**config.mk**
```make
export PLATFORM = sky130hd
export DESIGN_NAME = multi_channel_servo_pulse_generator_core
export DESIGN_NICKNAME = d
export VERILOG_FILES = /design/src/design/mcspg_pkg.sv /design/src/design/mcspg_ram.sv /design/src/design/mcspg_tick.sv /design/src/design/multi_channel_servo_pulse_generator_core.sv
export SDC_FILE = /design/constraint.sdc
export NUM_CORES = 1
export LEC_CHECK = 0
export BUFFER_PORTS_ARGS = -buffer_cell sky130_fd_sc_hd__buf_4
export CORE_ASPECT_RATIO = 2
export CORE_MARGIN = 2
export CORE_UTILIZATION = 55
export CTS_CLUSTER_SIZE = 10
export DETAILED_ROUTE_END_ITERATION = 12
export PLACE_DENSITY_LB_ADDON = 0.3
export SLEW_MARGIN = 15
export SYNTH_ARGS = -nofsm -noshare
export SYNTH_HDL_FRONTEND = slang
export SYNTH_SLANG_ARGS = --single-unit
```
**constraint.sdc**
```tcl
create_clock -name aclk -period 9.8 [get_ports aclk]
set_clock_uncertainty 0.2 [all_clocks]
set_input_delay 0.98 -clock aclk [delete_from_list [all_inputs] [get_ports aclk]]
set_output_delay 0.98 -clock aclk [all_outputs]
set_load 0.02 [all_outputs]
```
**src/design/mcspg_pkg.sv**
```systemverilog
// Shared types, field widths and codes for the multi-channel servo pulse generator.
// Used by mcspg_tick, the core and its testbench; depends on nothing.
package mcspg_pkg;

    localparam int CHANNELS_DEF = 8;

    localparam int WIDTH_W    = 16;
    localparam int PIN_W      = 9;
    localparam int CH_FIELD_W = 3;
    localparam int MODE_W     = 3;
    localparam int STATUS_W   = 3;
    localparam int LEVELS_W   = 8;
    localparam int CFG_IDX_W  = 2;
    localparam int S_TDATA_W  = 32;
    localparam int M_TDATA_W  = 16;

    localparam logic [WIDTH_W-1:0] DEFAULT_WIDTH = 16'd1500;
    localparam logic [WIDTH_W-1:0] COUNT_MAX     = 16'hFFFF;

    localparam logic [WIDTH_W-1:0] FRAME_LEN_RST = 16'd20000;
    localparam logic [WIDTH_W-1:0] MIN_PULSE_RST = 16'd500;
    localparam logic [WIDTH_W-1:0] MAX_PULSE_RST = 16'd2500;
    localparam logic [WIDTH_W-1:0] HOLD_RST      = 16'd50;

    // register indexes
    localparam logic [CFG_IDX_W-1:0] CFG_FRAME_LEN = 2'd0;
    localparam logic [CFG_IDX_W-1:0] CFG_MIN_PULSE = 2'd1;
    localparam logic [CFG_IDX_W-1:0] CFG_MAX_PULSE = 2'd2;
    localparam logic [CFG_IDX_W-1:0] CFG_HOLD      = 2'd3;

    // item modes
    localparam logic [MODE_W-1:0] MODE_TICK      = 3'd0;
    localparam logic [MODE_W-1:0] MODE_SET_WIDTH = 3'd1;
    localparam logic [MODE_W-1:0] MODE_START     = 3'd2;
    localparam logic [MODE_W-1:0] MODE_STOP_CH   = 3'd3;
    localparam logic [MODE_W-1:0] MODE_STOP_PIN  = 3'd4;

    // result status codes
    localparam logic [STATUS_W-1:0] ST_OK            = 3'd0;
    localparam logic [STATUS_W-1:0] ST_CLAMPED       = 3'd1;
    localparam logic [STATUS_W-1:0] ST_BAD_CHANNEL   = 3'd2;
    localparam logic [STATUS_W-1:0] ST_PIN_IN_USE    = 3'd3;
    localparam logic [STATUS_W-1:0] ST_NO_FREE       = 3'd4;
    localparam logic [STATUS_W-1:0] ST_NOT_RUNNING   = 3'd5;
    localparam logic [STATUS_W-1:0] ST_PIN_NOT_FOUND = 3'd6;

    typedef struct packed {
        logic [WIDTH_W-1:0] frame_len;
        logic [WIDTH_W-1:0] hold_periods;
    } tick_cfg_t;

    // one state memory entry per channel
    typedef struct packed {
        logic [PIN_W-1:0]   pin;
        logic [WIDTH_W-1:0] req_width;
        logic [WIDTH_W-1:0] lat_width;
        logic [WIDTH_W-1:0] phase;
        logic [WIDTH_W-1:0] unchanged;
        logic               idle;
    } chan_entry_t;

    localparam int ENTRY_W = $bits(chan_entry_t);

    localparam chan_entry_t ENTRY_RESET = '{
        pin:       '0,
        req_width: DEFAULT_WIDTH,
        lat_width: '0,
        phase:     '0,
        unchanged: '0,
        idle:      1'b0
    };

    typedef enum logic [1:0] {
        SEQ_IDLE,
        SEQ_SWEEP,
        SEQ_FINISH,
        SEQ_OUT
    } seq_state_t;

endpackage

```
**src/design/mcspg_ram.sv**
```systemverilog
// Generic single-clock RAM: one write port, one read port with registered read data.
// Stand-alone; no package dependency.
module mcspg_ram #(
    parameter  int WIDTH = 8,
    parameter  int DEPTH = 8,
    localparam int AW    = (DEPTH > 1) ? $clog2(DEPTH) : 1
) (
    input  logic             aclk,
    input  logic             we,
    input  logic [AW-1:0]    waddr,
    input  logic [WIDTH-1:0] wdata,
    input  logic             rd_en,
    input  logic [AW-1:0]    raddr,
    output logic [WIDTH-1:0] rdata
);

    logic [WIDTH-1:0] mem [DEPTH];
    logic [WIDTH-1:0] rdata_reg;

    always_ff @(posedge aclk) begin
        if (we) begin
            mem[waddr] <= wdata;
        end
        if (rd_en) begin
            rdata_reg <= mem[raddr];
        end
    end

    assign rdata = rdata_reg;

endmodule

```
**src/design/mcspg_tick.sv**
```systemverilog
// Per-channel tick update: frame-start latch, hold check, output level, phase advance.
// Depends on mcspg_pkg.
module mcspg_tick (
    input  mcspg_pkg::chan_entry_t entry_cur,
    input  mcspg_pkg::tick_cfg_t   cfg,
    output mcspg_pkg::chan_entry_t entry_next,
    output logic                   level
);
    import mcspg_pkg::*;

    chan_entry_t      frame;
    logic [WIDTH_W:0] phase_inc;

    always_comb begin
        frame = entry_cur;
        // frame start: take a new width or decide whether this frame stays low
        if (entry_cur.phase == '0) begin
            if (entry_cur.req_width != entry_cur.lat_width) begin
                frame.lat_width = entry_cur.req_width;
                frame.unchanged = '0;
                frame.idle      = 1'b0;
            end else begin
                frame.idle = entry_cur.unchanged > cfg.hold_periods;
            end
        end

        level = !frame.idle && (frame.phase < frame.lat_width);

        phase_inc  = {1'b0, frame.phase} + (WIDTH_W+1)'(1);
        entry_next = frame;
        if (phase_inc >= {1'b0, cfg.frame_len}) begin
            entry_next.phase = '0;
            if (frame.unchanged != COUNT_MAX) begin
                entry_next.unchanged = frame.unchanged + WIDTH_W'(1);
            end
        end else begin
            entry_next.phase = phase_inc[WIDTH_W-1:0];
        end
    end

endmodule

```
**src/design/multi_channel_servo_pulse_generator_core.sv**
```systemverilog
// Servo pulse generator core. An accepted word passes the sweep, finish and output states.
// A word is taken only in idle, after the last result is loaded; the pace is set by the sweep
// of the channel state memory, one entry per cycle through its single read port.
// Reset (aresetn low, synchronous): registers to defaults, all channels stopped, levels low.
// Entries come back as defaults through per-channel valid bits; there is no clearing pass.
// Depends on mcspg_pkg, mcspg_ram, mcspg_tick.
module multi_channel_servo_pulse_generator_core #(
    parameter int CHANNELS = mcspg_pkg::CHANNELS_DEF
) (
    input  logic                             aclk,
    input  logic                             aresetn,
    input  logic                             cfg_wr_en,
    input  logic [mcspg_pkg::CFG_IDX_W-1:0]  cfg_index,
    input  logic [mcspg_pkg::WIDTH_W-1:0]    cfg_wdata,
    input  logic                             s_tvalid,
    output logic                             s_tready,
    // [2:0] channel, [11:3] pin, [27:12] pulse_request, [31:28] zero
    input  logic [mcspg_pkg::S_TDATA_W-1:0]  s_tdata,
    // [2:0] mode
    input  logic [mcspg_pkg::MODE_W-1:0]     s_tuser,
    output logic                             m_tvalid,
    input  logic                             m_tready,
    // [7:0] pin_levels, [10:8] status, [13:11] channel_out, [15:14] zero
    output logic [mcspg_pkg::M_TDATA_W-1:0]  m_tdata
);
    import mcspg_pkg::*;

    localparam int CH_W = (CHANNELS > 1) ? $clog2(CHANNELS) : 1;

    seq_state_t state_reg, state_next;
    logic [CH_W-1:0] cnt_reg, cnt_next;

    logic [WIDTH_W-1:0] frame_len_reg, min_pulse_reg, max_pulse_reg, hold_reg;

    logic [MODE_W-1:0]     mode_reg;
    logic [CH_FIELD_W-1:0] ch_reg;
    logic [PIN_W-1:0]      pin_reg;
    logic [WIDTH_W-1:0]    req_reg;

    logic [CHANNELS-1:0] running_reg, running_next;
    logic [CHANNELS-1:0] valid_reg, valid_next;
    logic [CHANNELS-1:0] levels_reg, levels_next;

    logic            found_reg, found_next;
    logic [CH_W-1:0] found_idx_reg, found_idx_next;

    logic [STATUS_W-1:0]   status_reg, status_next;
    logic [CH_FIELD_W-1:0] chan_out_reg, chan_out_next;

    logic                 m_tvalid_reg, m_tvalid_next;
    logic [M_TDATA_W-1:0] m_tdata_reg, m_tdata_next;

    logic            s_accept;
    logic            ch_in_range;
    logic [CH_W-1:0] ch_idx;
    logic [WIDTH_W-1:0] clamp_width;
    logic            clamp_hit;
    logic            sweep_last;
    logic            pin_hit;
    logic            free_found;
    logic [CH_W-1:0] free_idx;

    logic             ram_we, ram_rd_en;
    logic [CH_W-1:0]  ram_waddr, ram_raddr;
    logic [ENTRY_W-1:0] ram_rdata;
    chan_entry_t      wr_entry;
    chan_entry_t      entry_cur;
    chan_entry_t      tick_entry;
    logic             tick_level;
    tick_cfg_t        tick_cfg;

    assign s_tready = (state_reg == SEQ_IDLE);
    assign s_accept = s_tvalid && s_tready;
    assign m_tvalid = m_tvalid_reg;
    assign m_tdata  = m_tdata_reg;

    assign ch_in_range = int'(ch_reg) < CHANNELS;
    assign ch_idx      = ch_reg[CH_W-1:0];
    assign sweep_last  = (cnt_reg == CH_W'(CHANNELS - 1));

    // max is checked first, also when the limits cross: above max gives max, else below min gives min
    always_comb begin
        clamp_width = req_reg;
        clamp_hit   = 1'b0;
        if (req_reg > max_pulse_reg) begin
            clamp_width = max_pulse_reg;
            clamp_hit   = 1'b1;
        end else if (req_reg < min_pulse_reg) begin
            clamp_width = min_pulse_reg;
            clamp_hit   = 1'b1;
        end
    end

    // lowest stopped channel
    always_comb begin
        free_found = 1'b0;
        free_idx   = '0;
        for (int i = CHANNELS - 1; i >= 0; i--) begin
            if (!running_reg[i]) begin
                free_found = 1'b1;
                free_idx   = CH_W'(i);
            end
        end
    end

    assign entry_cur = valid_reg[cnt_reg] ? chan_entry_t'(ram_rdata) : ENTRY_RESET;
    assign pin_hit   = running_reg[cnt_reg] && (entry_cur.pin == pin_reg);

    assign tick_cfg.frame_len    = frame_len_reg;
    assign tick_cfg.hold_periods = hold_reg;

    mcspg_ram #(
        .WIDTH (ENTRY_W),
        .DEPTH (CHANNELS)
    ) u_state_ram (
        .aclk  (aclk),
        .we    (ram_we),
        .waddr (ram_waddr),
        .wdata (wr_entry),
        .rd_en (ram_rd_en),
        .raddr (ram_raddr),
        .rdata (ram_rdata)
    );

    mcspg_tick u_tick (
        .entry_cur  (entry_cur),
        .cfg        (tick_cfg),
        .entry_next (tick_entry),
        .level      (tick_level)
    );

    // next state
    always_comb begin
        state_next = state_reg;
        unique case (state_reg)
            SEQ_IDLE: begin
                if (s_tvalid) begin
                    state_next = SEQ_SWEEP;
                end
            end
            SEQ_SWEEP: begin
                if (sweep_last) begin
                    state_next = SEQ_FINISH;
                end
            end
            SEQ_FINISH: begin
                state_next = SEQ_OUT;
            end
            SEQ_OUT: begin
                if (!m_tvalid_reg || m_tready) begin
                    state_next = SEQ_IDLE;
                end
            end
        endcase
    end

    // datapath and memory control
    always_comb begin
        cnt_next       = cnt_reg;
        running_next   = running_reg;
        valid_next     = valid_reg;
        levels_next    = levels_reg;
        found_next     = found_reg;
        found_idx_next = found_idx_reg;
        status_next    = status_reg;
        chan_out_next  = chan_out_reg;
        m_tvalid_next  = m_tvalid_reg && !m_tready;
        m_tdata_next   = m_tdata_reg;
        ram_we         = 1'b0;
        ram_waddr      = cnt_reg;
        wr_entry       = entry_cur;
        ram_rd_en      = 1'b0;
        ram_raddr      = '0;

        unique case (state_reg)
            SEQ_IDLE: begin
                ram_rd_en  = s_tvalid;
                cnt_next   = '0;
                found_next = 1'b0;
            end
            SEQ_SWEEP: begin
                // entry cnt is written while entry cnt+1 is read: never the same address
                if (!sweep_last) begin
                    ram_rd_en = 1'b1;
                    ram_raddr = cnt_reg + CH_W'(1);
                end
                cnt_next = cnt_reg + CH_W'(1);
                unique case (mode_reg)
                    MODE_TICK: begin
                        if (running_reg[cnt_reg]) begin
                            ram_we               = 1'b1;
                            wr_entry             = tick_entry;
                            valid_next[cnt_reg]  = 1'b1;
                            levels_next[cnt_reg] = tick_level;
                        end
                    end
                    MODE_SET_WIDTH: begin
                        if (ch_in_range && (ch_idx == cnt_reg)) begin
                            ram_we              = 1'b1;
                            wr_entry.req_width  = clamp_width;
                            valid_next[cnt_reg] = 1'b1;
                        end
                    end
                    MODE_START, MODE_STOP_PIN: begin
                        if (!found_reg && pin_hit) begin
                            found_next     = 1'b1;
                            found_idx_next = cnt_reg;
                        end
                    end
                    default: ;
                endcase
            end
            SEQ_FINISH: begin
                status_next   = ST_OK;
                chan_out_next = '0;
                unique case (mode_reg)
                    MODE_SET_WIDTH: begin
                        if (!ch_in_range) begin
                            status_next = ST_BAD_CHANNEL;
                        end else if (clamp_hit) begin
                            status_next = ST_CLAMPED;
                        end
                    end
                    MODE_START: begin
                        if (found_reg) begin
                            status_next   = ST_PIN_IN_USE;
                            chan_out_next = CH_FIELD_W'(found_idx_reg);
                        end else if (!free_found) begin
                            status_next = ST_NO_FREE;
                        end else begin
                            ram_we                 = 1'b1;
                            ram_waddr              = free_idx;
                            wr_entry               = ENTRY_RESET;
                            wr_entry.pin           = pin_reg;
                            valid_next[free_idx]   = 1'b1;
                            running_next[free_idx] = 1'b1;
                            levels_next[free_idx]  = 1'b0;
                            chan_out_next          = CH_FIELD_W'(free_idx);
                        end
                    end
                    MODE_STOP_CH: begin
                        if (!ch_in_range) begin
                            status_next = ST_BAD_CHANNEL;
                        end else if (!running_reg[ch_idx]) begin
                            status_next = ST_NOT_RUNNING;
                        end else begin
                            // width is reset at the next start, so only the run bit matters
                            running_next[ch_idx] = 1'b0;
                            levels_next[ch_idx]  = 1'b0;
                        end
                    end
                    MODE_STOP_PIN: begin
                        if (found_reg) begin
                            running_next[found_idx_reg] = 1'b0;
                            levels_next[found_idx_reg]  = 1'b0;
                            chan_out_next               = CH_FIELD_W'(found_idx_reg);
                        end else begin
                            status_next = ST_PIN_NOT_FOUND;
                        end
                    end
                    default: ;
                endcase
            end
            SEQ_OUT: begin
                if (!m_tvalid_reg || m_tready) begin
                    m_tvalid_next = 1'b1;
                    m_tdata_next  = M_TDATA_W'({chan_out_reg, status_reg,
                                                LEVELS_W'(levels_reg)});
                end
            end
        endcase
    end

    always_ff @(posedge aclk) begin
        if (!aresetn) begin
            state_reg     <= SEQ_IDLE;
            cnt_reg       <= '0;
            running_reg   <= '0;
            valid_reg     <= '0;
            levels_reg    <= '0;
            found_reg     <= 1'b0;
            m_tvalid_reg  <= 1'b0;
            frame_len_reg <= FRAME_LEN_RST;
            min_pulse_reg <= MIN_PULSE_RST;
            max_pulse_reg <= MAX_PULSE_RST;
            hold_reg      <= HOLD_RST;
        end else begin
            state_reg    <= state_next;
            cnt_reg      <= cnt_next;
            running_reg  <= running_next;
            valid_reg    <= valid_next;
            levels_reg   <= levels_next;
            found_reg    <= found_next;
            m_tvalid_reg <= m_tvalid_next;
            if (cfg_wr_en) begin
                unique case (cfg_index)
                    CFG_FRAME_LEN: frame_len_reg <= cfg_wdata;
                    CFG_MIN_PULSE: min_pulse_reg <= cfg_wdata;
                    CFG_MAX_PULSE: max_pulse_reg <= cfg_wdata;
                    CFG_HOLD:      hold_reg      <= cfg_wdata;
                endcase
            end
        end
    end

    always_ff @(posedge aclk) begin
        if (s_accept) begin
            mode_reg <= s_tuser;
            ch_reg   <= s_tdata[2:0];
            pin_reg  <= s_tdata[11:3];
            req_reg  <= s_tdata[27:12];
        end
        found_idx_reg <= found_idx_next;
        status_reg    <= status_next;
        chan_out_reg  <= chan_out_next;
        m_tdata_reg   <= m_tdata_next;
    end

    // a running channel always has a written state entry
    a_run_has_entry: assert property (@(posedge aclk) disable iff (!aresetn)
        (running_reg & ~valid_reg) == '0)
        else $error("running channel without a written state entry");

    // only running channels drive high
    a_level_needs_run: assert property (@(posedge aclk) disable iff (!aresetn)
        (levels_reg & ~running_reg) == '0)
        else $error("stopped channel drives high");

    a_no_rw_collide: assert property (@(posedge aclk) disable iff (!aresetn)
        (ram_we && ram_rd_en) |-> (ram_waddr != ram_raddr))
        else $error("state memory read and write hit the same entry");

    // the result is loaded only once the sweep of this word is done
    a_load_after_finish: assert property (@(posedge aclk) disable iff (!aresetn)
        $rose(m_tvalid_reg) |-> $past(state_reg == SEQ_OUT))
        else $error("result word loaded outside the output state");

endmodule

```
Yosys cells after proc, flatten, opt, wreduce, memory -nomap -nowiden:

Memory sizes are Yosys's and may differ from the RTL's. A register that Yosys moved wholly into a read port is not among the register bits.
Cells that the tools add are included.
W data, S select, Z words.

* register bits after elaboration: 149
* memory bits (writable): 592
* input port bits: 58
* logic and storage cells: 226
* memories kept: 1

* $add $sub $neg: 3
* magnitude comparators: 13
* eq/ne operators: 37
* multiplexer cells: 109
* bitwise gates (word level): 11
* reductions and logical operators: 33

Memories
* u_state_ram.mem: depth 8, width 74, read ports 1, clocked after memory_dff 1, write ports 1, RTL line mcspg_ram.sv:17 `logic [WIDTH-1:0] mem [DEPTH];`

Operators with widths (number)
* $mux W74: 4
* $pmux W74 S2: 1
* $mux W16: 9
* $mux W8: 15
* $mux W49: 2
* $mux W3: 21
* $pmux W8 S2: 3
* $pmux W8 S3: 2
* $and A8 B8 Y8: 5
* $gt A16 B16 Y1: 2
* $lt A16 B16 Y1: 2
* $pmux W16 S2: 1
* $mux W1: 31
* $ne A2 B2 Y1 const B: 12
* $not A8 Y8: 3
* $or A8 B8 Y8: 3
* $ne A3 B3 Y1 const B: 6
* $add A16 B1 Y17 const B: 1
* $ge A17 B16 Y1: 1
* $mux W17: 1
* $add A16 B1 Y16 const B: 1
* $logic_not A16 Y1: 1
* $lt A3 B4 Y1 const B: 4
* $ne A16 B16 Y1: 1
* other kinds (34): 74

Logic depth before layout (Yosys ltp):

Gate-level depths: netlist (run 1).

* word-level depth: 18
* gate-level depth with buffers: 26

Cells and area by module:

From an unflattened synthesis (run 1), not the netlist that was laid out.

* cells, all modules: 2391
* area total of the unflattened synthesis: 36262.3 um2

By module, submodules not included
* mcspg_ram: times used 1, cells an instance 942, area each 24488.5 um2
* multi_channel_servo_pulse_generator_core: times used 1, cells an instance 1054, area each 9018.6 um2
* mcspg_tick: times used 1, cells an instance 395, area each 2755.1 um2

Worst setup path before layout (run 1):

OpenSTA, ideal clock, no wires.

* path type: reg2reg
* start point: register mode_reg[2]
* end point: memory u_state_ram.mem[2][0] in the netlist's numbering, enable pin
* setup time: 0.597 ns
* arrival: 6.968 ns
* required time: 9.003 ns
* setup slack: 2.035 ns
* cell stages (with the launch flop): 10
* path buffers: 2
* clock period less this slack: 7.765 ns
* cell sequence: edfxtp_1 nor2b_1 clkbuf_1 nor3b_1 and2b_1 and3_1 buf_2 o21bai_1 nand2b_1 nor3_1

* longest elaborated chain between the ends: 5
* elaborated cells on any way between the ends: 10

RTL lines
* start: declaration: RTL line multi_channel_servo_pulse_generator_core.sv:35 `logic [MODE_W-1:0] mode_reg;`
* start signal: assignment: RTL line multi_channel_servo_pulse_generator_core.sv:308 `mode_reg <= s_tuser;`
* $eq A3 B1 Y1, or another cell as far along: RTL line multi_channel_servo_pulse_generator_core.sv:188 `unique case (mode_reg)`
* $pmux W1 S2 / $mux W1 (equally long branches): RTL line multi_channel_servo_pulse_generator_core.sv:188, multi_channel_servo_pulse_generator_core.sv:216
* $pmux W1 S2: RTL line multi_channel_servo_pulse_generator_core.sv:175 `unique case (state_reg)`
* $mux W1: RTL line mcspg_ram.sv:21 `if (we) begin`
* $mux W1 (not written as such): RTL line mcspg_ram.sv:22 `mem[waddr] <= wdata;`
* end: declaration: RTL line mcspg_ram.sv:17

Parallel ways exist; a longest one is shown, timed or not.

Final worst setup path (run 1):

* start point: register cnt_reg[2]
* end point: memory u_state_ram.mem[6][31] in the netlist's numbering (data pin)

* longest elaborated chain between the ends: 9
* elaborated cells on any way between the ends: 14

RTL lines
* start: declaration: RTL line multi_channel_servo_pulse_generator_core.sv:31 `logic [CH_W-1:0] cnt_reg, cnt_next;`
* start signal: assignment: RTL line multi_channel_servo_pulse_generator_core.sv:289 `cnt_reg <= cnt_next;`
* $bmux W1 S3: RTL line multi_channel_servo_pulse_generator_core.sv:106 `assign entry_cur = valid_reg[cnt_reg] ? chan_entry_t'(ram_rdata) : ENTRY_RESET;`
* $mux W1 (not written as such): RTL line multi_channel_servo_pulse_generator_core.sv:106
* $mux W74: RTL line multi_channel_servo_pulse_generator_core.sv:106
* $add A16 B1 Y17: RTL line mcspg_tick.sv:29 `phase_inc = {1'b0, frame.phase} + (WIDTH_W+1)'(1);`
* $ge A17 B16 Y1: RTL line mcspg_tick.sv:31 `if (phase_inc >= {1'b0, cfg.frame_len}) begin`
* $mux W16: RTL line mcspg_tick.sv:31
* $mux W49: RTL line multi_channel_servo_pulse_generator_core.sv:190 `if (running_reg[cnt_reg]) begin`
* $mux W49: RTL line multi_channel_servo_pulse_generator_core.sv:188
* $pmux W74 S2 (*): RTL line multi_channel_servo_pulse_generator_core.sv:175
* named net u_state_ram.wdata[31]: RTL line mcspg_ram.sv:11 `input logic [WIDTH-1:0] wdata,`

The timed path passes the listed nets; every way through them passes the cells marked *. The select of a mux whose other input is x is not followed.

==> results of run 1 <==
[cells by family after synthesis]
group	synth area share (%)
DFF	66.25
AOI/OAI and AO/OA	12.76
and+or+nand+nor	8.045
buffers and inverters	2.925
muxes	6.005
adders and majority gates	3.066
xor gates and xnor gates	0.9373
other	0.01056
[cell usage after synthesis, drive strengths merged (5+ instances only)]
cell       n
a31oi     85
o211ai    30
a21oi    133
and3      14
nand4     27
nor3b      6
nor4      13
a221o      9
ha        87
o21a      20
clkbuf   128
a21boi     7
xor2      23
nor3      42
a22oi     13
nor2b     20
or2        6
o22ai     16
edfxtp   720
a22o      16
mux2      18
and2      14
a211oi     7
nor2     167
nand3     43
xnor2     15
a21o       8
inv      103
and4       6
o21ai     96
nand2    241
dfxtp     95
o2bb2ai   12
nand2b    11
buf       31
o2111ai    5
mux4      75
mux2i     24
o221ai   149
[critical path: cells and delay by family, from the launching register on]
kind	cells	cell delay, ps
AND/OR/NAND/NOR	5	1930
multiplexers	1	210
flip-flops	1	880
adder cells (fa/ha/maj)	1	330
buffers and inverters	2	890
XOR/XNOR	1	240
AO/OA/AOI/OAI	8	2600
[worst paths after layout]
check	startpoint	end	slack, ps
worst max register to register	cnt_reg[2]$_SDFFE_PN0P_	u_state_ram.mem[6][31]$_DFFE_PP_	2180
worst max-delay path	cnt_reg[2]$_SDFFE_PN0P_	u_state_ram.mem[6][31]$_DFFE_PP_	2180
worst min register to register	chan_out_reg[1]$_SDFFCE_PN0P_	m_tdata[12]$_DFFE_PP_	220
worst min-delay path	chan_out_reg[1]$_SDFFCE_PN0P_	m_tdata[12]$_DFFE_PP_	220
[metal layers]
layer / up-vias / routed length [um] / track usage [%]
met5: - / 22 / 0
met4: 4 / 5456 / 16.64
met3: 285 / 7043 / 5.198
met2: 1108 / 51130 / 52.33
met1: 11640 / 34360 / 33.60
li1: 10230 / - / -
[power breakdown]
part	internal [mW]	leakage, nW	total, mW	switching (mW)
clock	1.74	1.24	3.03	1.29
sequential	4.40	7.44	4.70	0.301
combinational	0.938	4.43	2.93	2.00
[through the flow]
stage               area [sq um]  instances
floorplan                  35510       2594
global placement           36780       3343
detailed placement         36790       3343
CTS                        39380       3482
global route               39400       3483
finish                     39400       3484
[layout make-up]
class | count | area [sq um] | area share (%)
Multi-Input combinational cell | 1516 | 11050 | 28.05
Tap cell | 798 | 998.5 | 2.534
Inverter | 104 | 392.9 | 0.9972
Sequential cell | 815 | 23520 | 59.71
Timing Repair Buffer | 111 | 845.8 | 2.147
Antenna cell | 1 | 2.502 | 0.006352
Clock buffer | 133 | 2477 | 6.288
Clock inverter | 6 | 108.9 | 0.2763
==> flow_summary.ini, run 1 <==
[critical_path]
timing.critical_path.mode_cell = nand2_1
required_ps = 9960
cp_slowest_cell = nor3_1
cp.arrival_ps = 7780
path_class = reg2reg
max_stage_delay_ps = 980
crit_chain = mux2i_1, o22ai_2, or2_4, buf_4, nand2_1, inv_1, nand2_1, nor2_1, xnor2_1, ha_1, o21a_1, o221ai_1, a31oi_1, o21ai_0, o211ai_4, nor3_1, a22oi_1, o22ai_1
start_kind = flip-flop
cp-end-kind = flip-flop
ff2ff_path_depth = 18
worstPathMaxFanout = 38

[power_and_ir_drop]
power.density_nw_per_um2 = 270.6
ir_drop_v = 0.0001681
p_total_mw = 10.66
cellLeakagePower_nw = 13.10

[sta]
fin_crit_sh_pct = 77.73
setup_violations = 0
clock.fmax_mhz = 131.3
min_period_ps = 7617
slew_viol_final = 0
relSlewSlack_pct = 21.77
fin_ws_ps = 2183
worst_slew_pin_slew_ps = 1171
tns_ps = 0
hold_viol_final = 0
rsz0062_at_grt = false
holdWs_ps = 215.6

[die]
ios = 76
die_y_um = 363.3
fp.dieArea_sq_um = 66730
initial_core_util_pct = 55.69
die_w_um = 183.7
fp-row-count = 131
fp.coreArea_sq_um = 63760

[logic_synthesis]
ys_top_cells_by_area = edfxtp_1, dfxtp_1, mux4_2
synth_edf_count = 720
yosys_most_used_dff = edfxtp_1
ys_seq_area_share_pct = 66.25
syn-cell-area_sq_um = 35510
synth_warnings = 0
synth_area_leader_cell = edfxtp_1
yosysTopAreaCellShare_pct = 60.89
ys_types = 85
syn_inst = 2593
postSynthAreaPerCell_sq_um = 13.69
synth-seq-cells = 815
ys_async_sr_fraction_pct = 0

[placement]
place_ws_ps = 2344
gp_congestion = 0.9415
hpwl_mm = 60.53
port_buffers = 69

[drt]
route.detailed.drc = 0
routed_wl_mm = 98.02
post_drt_via_cell_ratio = 6.680
first_iter_violations = 2148
first_pass_iters = 7
wl_per_cell_um = 28.13
final_antenna_net_count = 0
num_vias = 23270

[worst_hold_path]
hp-class = reg2reg
min_path_cells = 0

[cts]
post_cts_buffers = 0
cts_resized = 0
clock_sinks = 815
cts-root-buf = clkbuf_16
cts_tree = built
clock_path_buffers = 3
ctsHoldBuffers = 0
ctsHtreeMaxLevel = 3
numCtsBuffers = 91
clk_latency_ps = 670
clkTransAtPathRegs_ps = 60

[global_route]
antenna_found_initial = 3
grt.overflow.total = 0
first_global_vias = 23630
grt_max_degree = 77
grt_first_pass_wirelength_mm = 144.4
grt_util_all_layers_pct = 29.57

[layout]
finalCoreUtilization_pct = 61.79
n_fill_cell = 4664
mostFrequentLayoutCell = edfxtp_1
mostFrequentLayoutCells = edfxtp_1, nand2_1, nor2_1
area_growth_pct = 10.96
largest_reg_flops = 592
nNetsFinal = 2784
layout-drive-gt1-share_pct = 12.77

[flow_run]
max-cap-violations = 0

[status]
outcome = complete, no violations
(Power assumes the default switching activity.)
==> inputs of run 2 (changes only) <==
==> constraint.sdc (replaced) <==
create_clock -name aclk -period 7.8 [get_ports aclk]
set_clock_uncertainty 0.2 [all_clocks]
set_input_delay 0.78 -clock aclk [delete_from_list [all_inputs] [get_ports aclk]]
set_output_delay 0.78 -clock aclk [all_outputs]
set_load 0.02 [all_outputs]
==> flow_summary.ini, run 2 (same netlist as run 1, synthesis figures left out) <==
[worst_hold_path]
min_path_cells = 1
hp-class = in2reg

[drt]
num_vias = 23530
routed_wl_mm = 98.32
wl_met1_mm = 34.03
final_antenna_net_count = 0
first_pass_iters = 7
dr.max_layer_used = met5
route.detailed.drc = 0
post_drt_via_cell_ratio = 6.729
wl_per_cell_um = 28.11
wl_met3_mm = 7.554
met2_length_mm = 50.39
first_iter_violations = 2514

[cts]
cts-root-buf = clkbuf_16
numCtsBuffers = 91
post_cts_buffers = 0
cts_resized = 0
ctsHtreeMaxLevel = 3
ctsHoldBuffers = 0
cts_tree = built
clock_sinks = 815
clock_path_buffers = 3
clk_latency_ps = 670
clkTransAtPathRegs_ps = 60

[placement]
gp_congestion = 0.9279
hpwl_mm = 61.03
port_buffers = 69
dpl.cell_count = 3347

[critical_path]
critPathBufInv = 1
cp_num_cells = 20
cp.arrival_ps = 7010
cp-end-kind = flip-flop
path_class = reg2reg
ff2ff_path_depth = 20
crit_family = compound AO/OA/AOI/OAI gates
crit_chain = nand2b_1, o22ai_2, or2_4, nand2_1, inv_1, ha_1, nand3_1, nor2_1, nand4_4, nor2_1, xnor2_1, ha_1, o21a_1, o221ai_1, a31oi_1, o21ai_0, o211ai_4, nor2_2, a21oi_1, o21ai_0
start_kind = flip-flop
max_stage_delay_ps = 710
cp_slowest_cell = dfxtp_1
worstPathMaxFanout = 36
required_ps = 7930

[die]
ios = 76
die_w_um = 183.7
fp-row-count = 131
die_y_um = 363.3
fp.coreArea_sq_um = 63760
initial_core_util_pct = 55.69
fp.dieArea_sq_um = 66730

[power_and_ir_drop]
cellLeakagePower_nw = 13.15
p_sw_mw = 4.574
power.density_nw_per_um2 = 342.0
sequentialPowerShare_pct = 43.8
p_int_mw = 8.932
pwr-share-clk_pct = 28.6
ir_drop_v = 0.0002099
p_comb_share_pct = 27.6
swShare_pct = 33.87

[layout]
mostFrequentLayoutCells = edfxtp_1, nand2_1, nor2_1
fin_cells = 3497
finalCoreUtilization_pct = 61.94
largest_reg_flops = 592
nNetsFinal = 2787
area_growth_pct = 11.23
mostFrequentLayoutCell = edfxtp_1
layout-drive-gt1-share_pct = 12.87

[global_route]
first_global_vias = 24190
grt_util_all_layers_pct = 29.78
grt.overflow.total = 0
grt_max_degree = 138
grt_first_pass_wirelength_mm = 146.1
antenna_found_initial = 2

[sta]
rsz0062_at_grt = false
hold_viol_final = 0
setup_violations = 0
worst_slew_pin_slew_ps = 1137
fin_crit_sh_pct = 88.15
tns_ps = 0
clock.fmax_mhz = 145.4
min_period_ps = 6876
relSlewSlack_pct = 23.69
slew_viol_final = 0

[flow_run]
max-cap-violations = 0

[status]
outcome = complete, no violations
==> run 2: cell types whose count changed in the layout (fill, tap and decap cells not counted) <==
cell,before,now
clkbuf_1,40,48
inv_6,1,0
nor3b_2,1,0
buf_4,110,112
clkbuf_8,0,1
diode_2,1,2
buf_12,1,2
nor3b_4,0,1
clkinv_8,1,2
==> run 2: layer usage <==
metal	GRT usage, %	up-vias
met5	0	-
met4	18.32	2
met3	5.669	356
met2	51.88	1220
met1	33.64	11710
li1	-	10250
==> run 2: power by group through the flow <==
stage	clock (mW)	combinational, mW	sequential [mW]
after floorplan	0	2.51	5.79
after global placement	0	3.55	5.97
after detailed placement	0	3.66	5.97
after CTS	3.92	3.68	5.89
after global routing	4.09	4.02	5.93
final	3.87	3.72	5.92
==> run 2: stage by stage <==
step | area, sq um | total power, mW | worst slack, ps | hold slack, ps
after floorplan | 35510 | 8.291 | 35.47 | 200.3
after global placement | 36840 | 9.517 | 1292 | 205.4
after detailed placement | 36840 | 9.631 | 964.9 | 204.5
after CTS | 39480 | 13.49 | 948.1 | 60.60
after global routing | 39490 | 14.04 | 502.2 | 67.78
final | 39490 | 13.51 | 924.0 | 82.04
==> run 2: worst paths after layout <==
kind	from	to	slack, ps
setup / recovery	cnt_reg[1]$_SDFFE_PN0P_	u_state_ram.mem[5][28]$_DFFE_PP_	920
hold / removal	s_tdata[10]	pin_reg[7]$_DFFE_PP_	80
setup reg to reg	cnt_reg[1]$_SDFFE_PN0P_	u_state_ram.mem[5][28]$_DFFE_PP_	920
hold reg to reg	chan_out_reg[2]$_SDFFCE_PN0P_	m_tdata[13]$_DFFE_PP_	220
==> run 2: final cells by class <==
class / count / area (sq um)
fill: 4667 / 24270
sequential: 815 / 23520
multi-input combinational: 1516 / 11060
clock buffer: 142 / 2521
tap: 798 / 998.5
timing repair buffer: 114 / 880.8
inverter: 104 / 392.9
clock inverter: 6 / 116.4
antenna: 2 / 5.005
==> run 2: worst register-to-register path, delay by kind of cell (launching register included) <==
family,cells,cell delay [ps]
xor+xnor,1,170
simple gates,8,2380
compound gates,8,2380
buf+inv,1,130
fa+ha+maj,2,590
flops,1,710
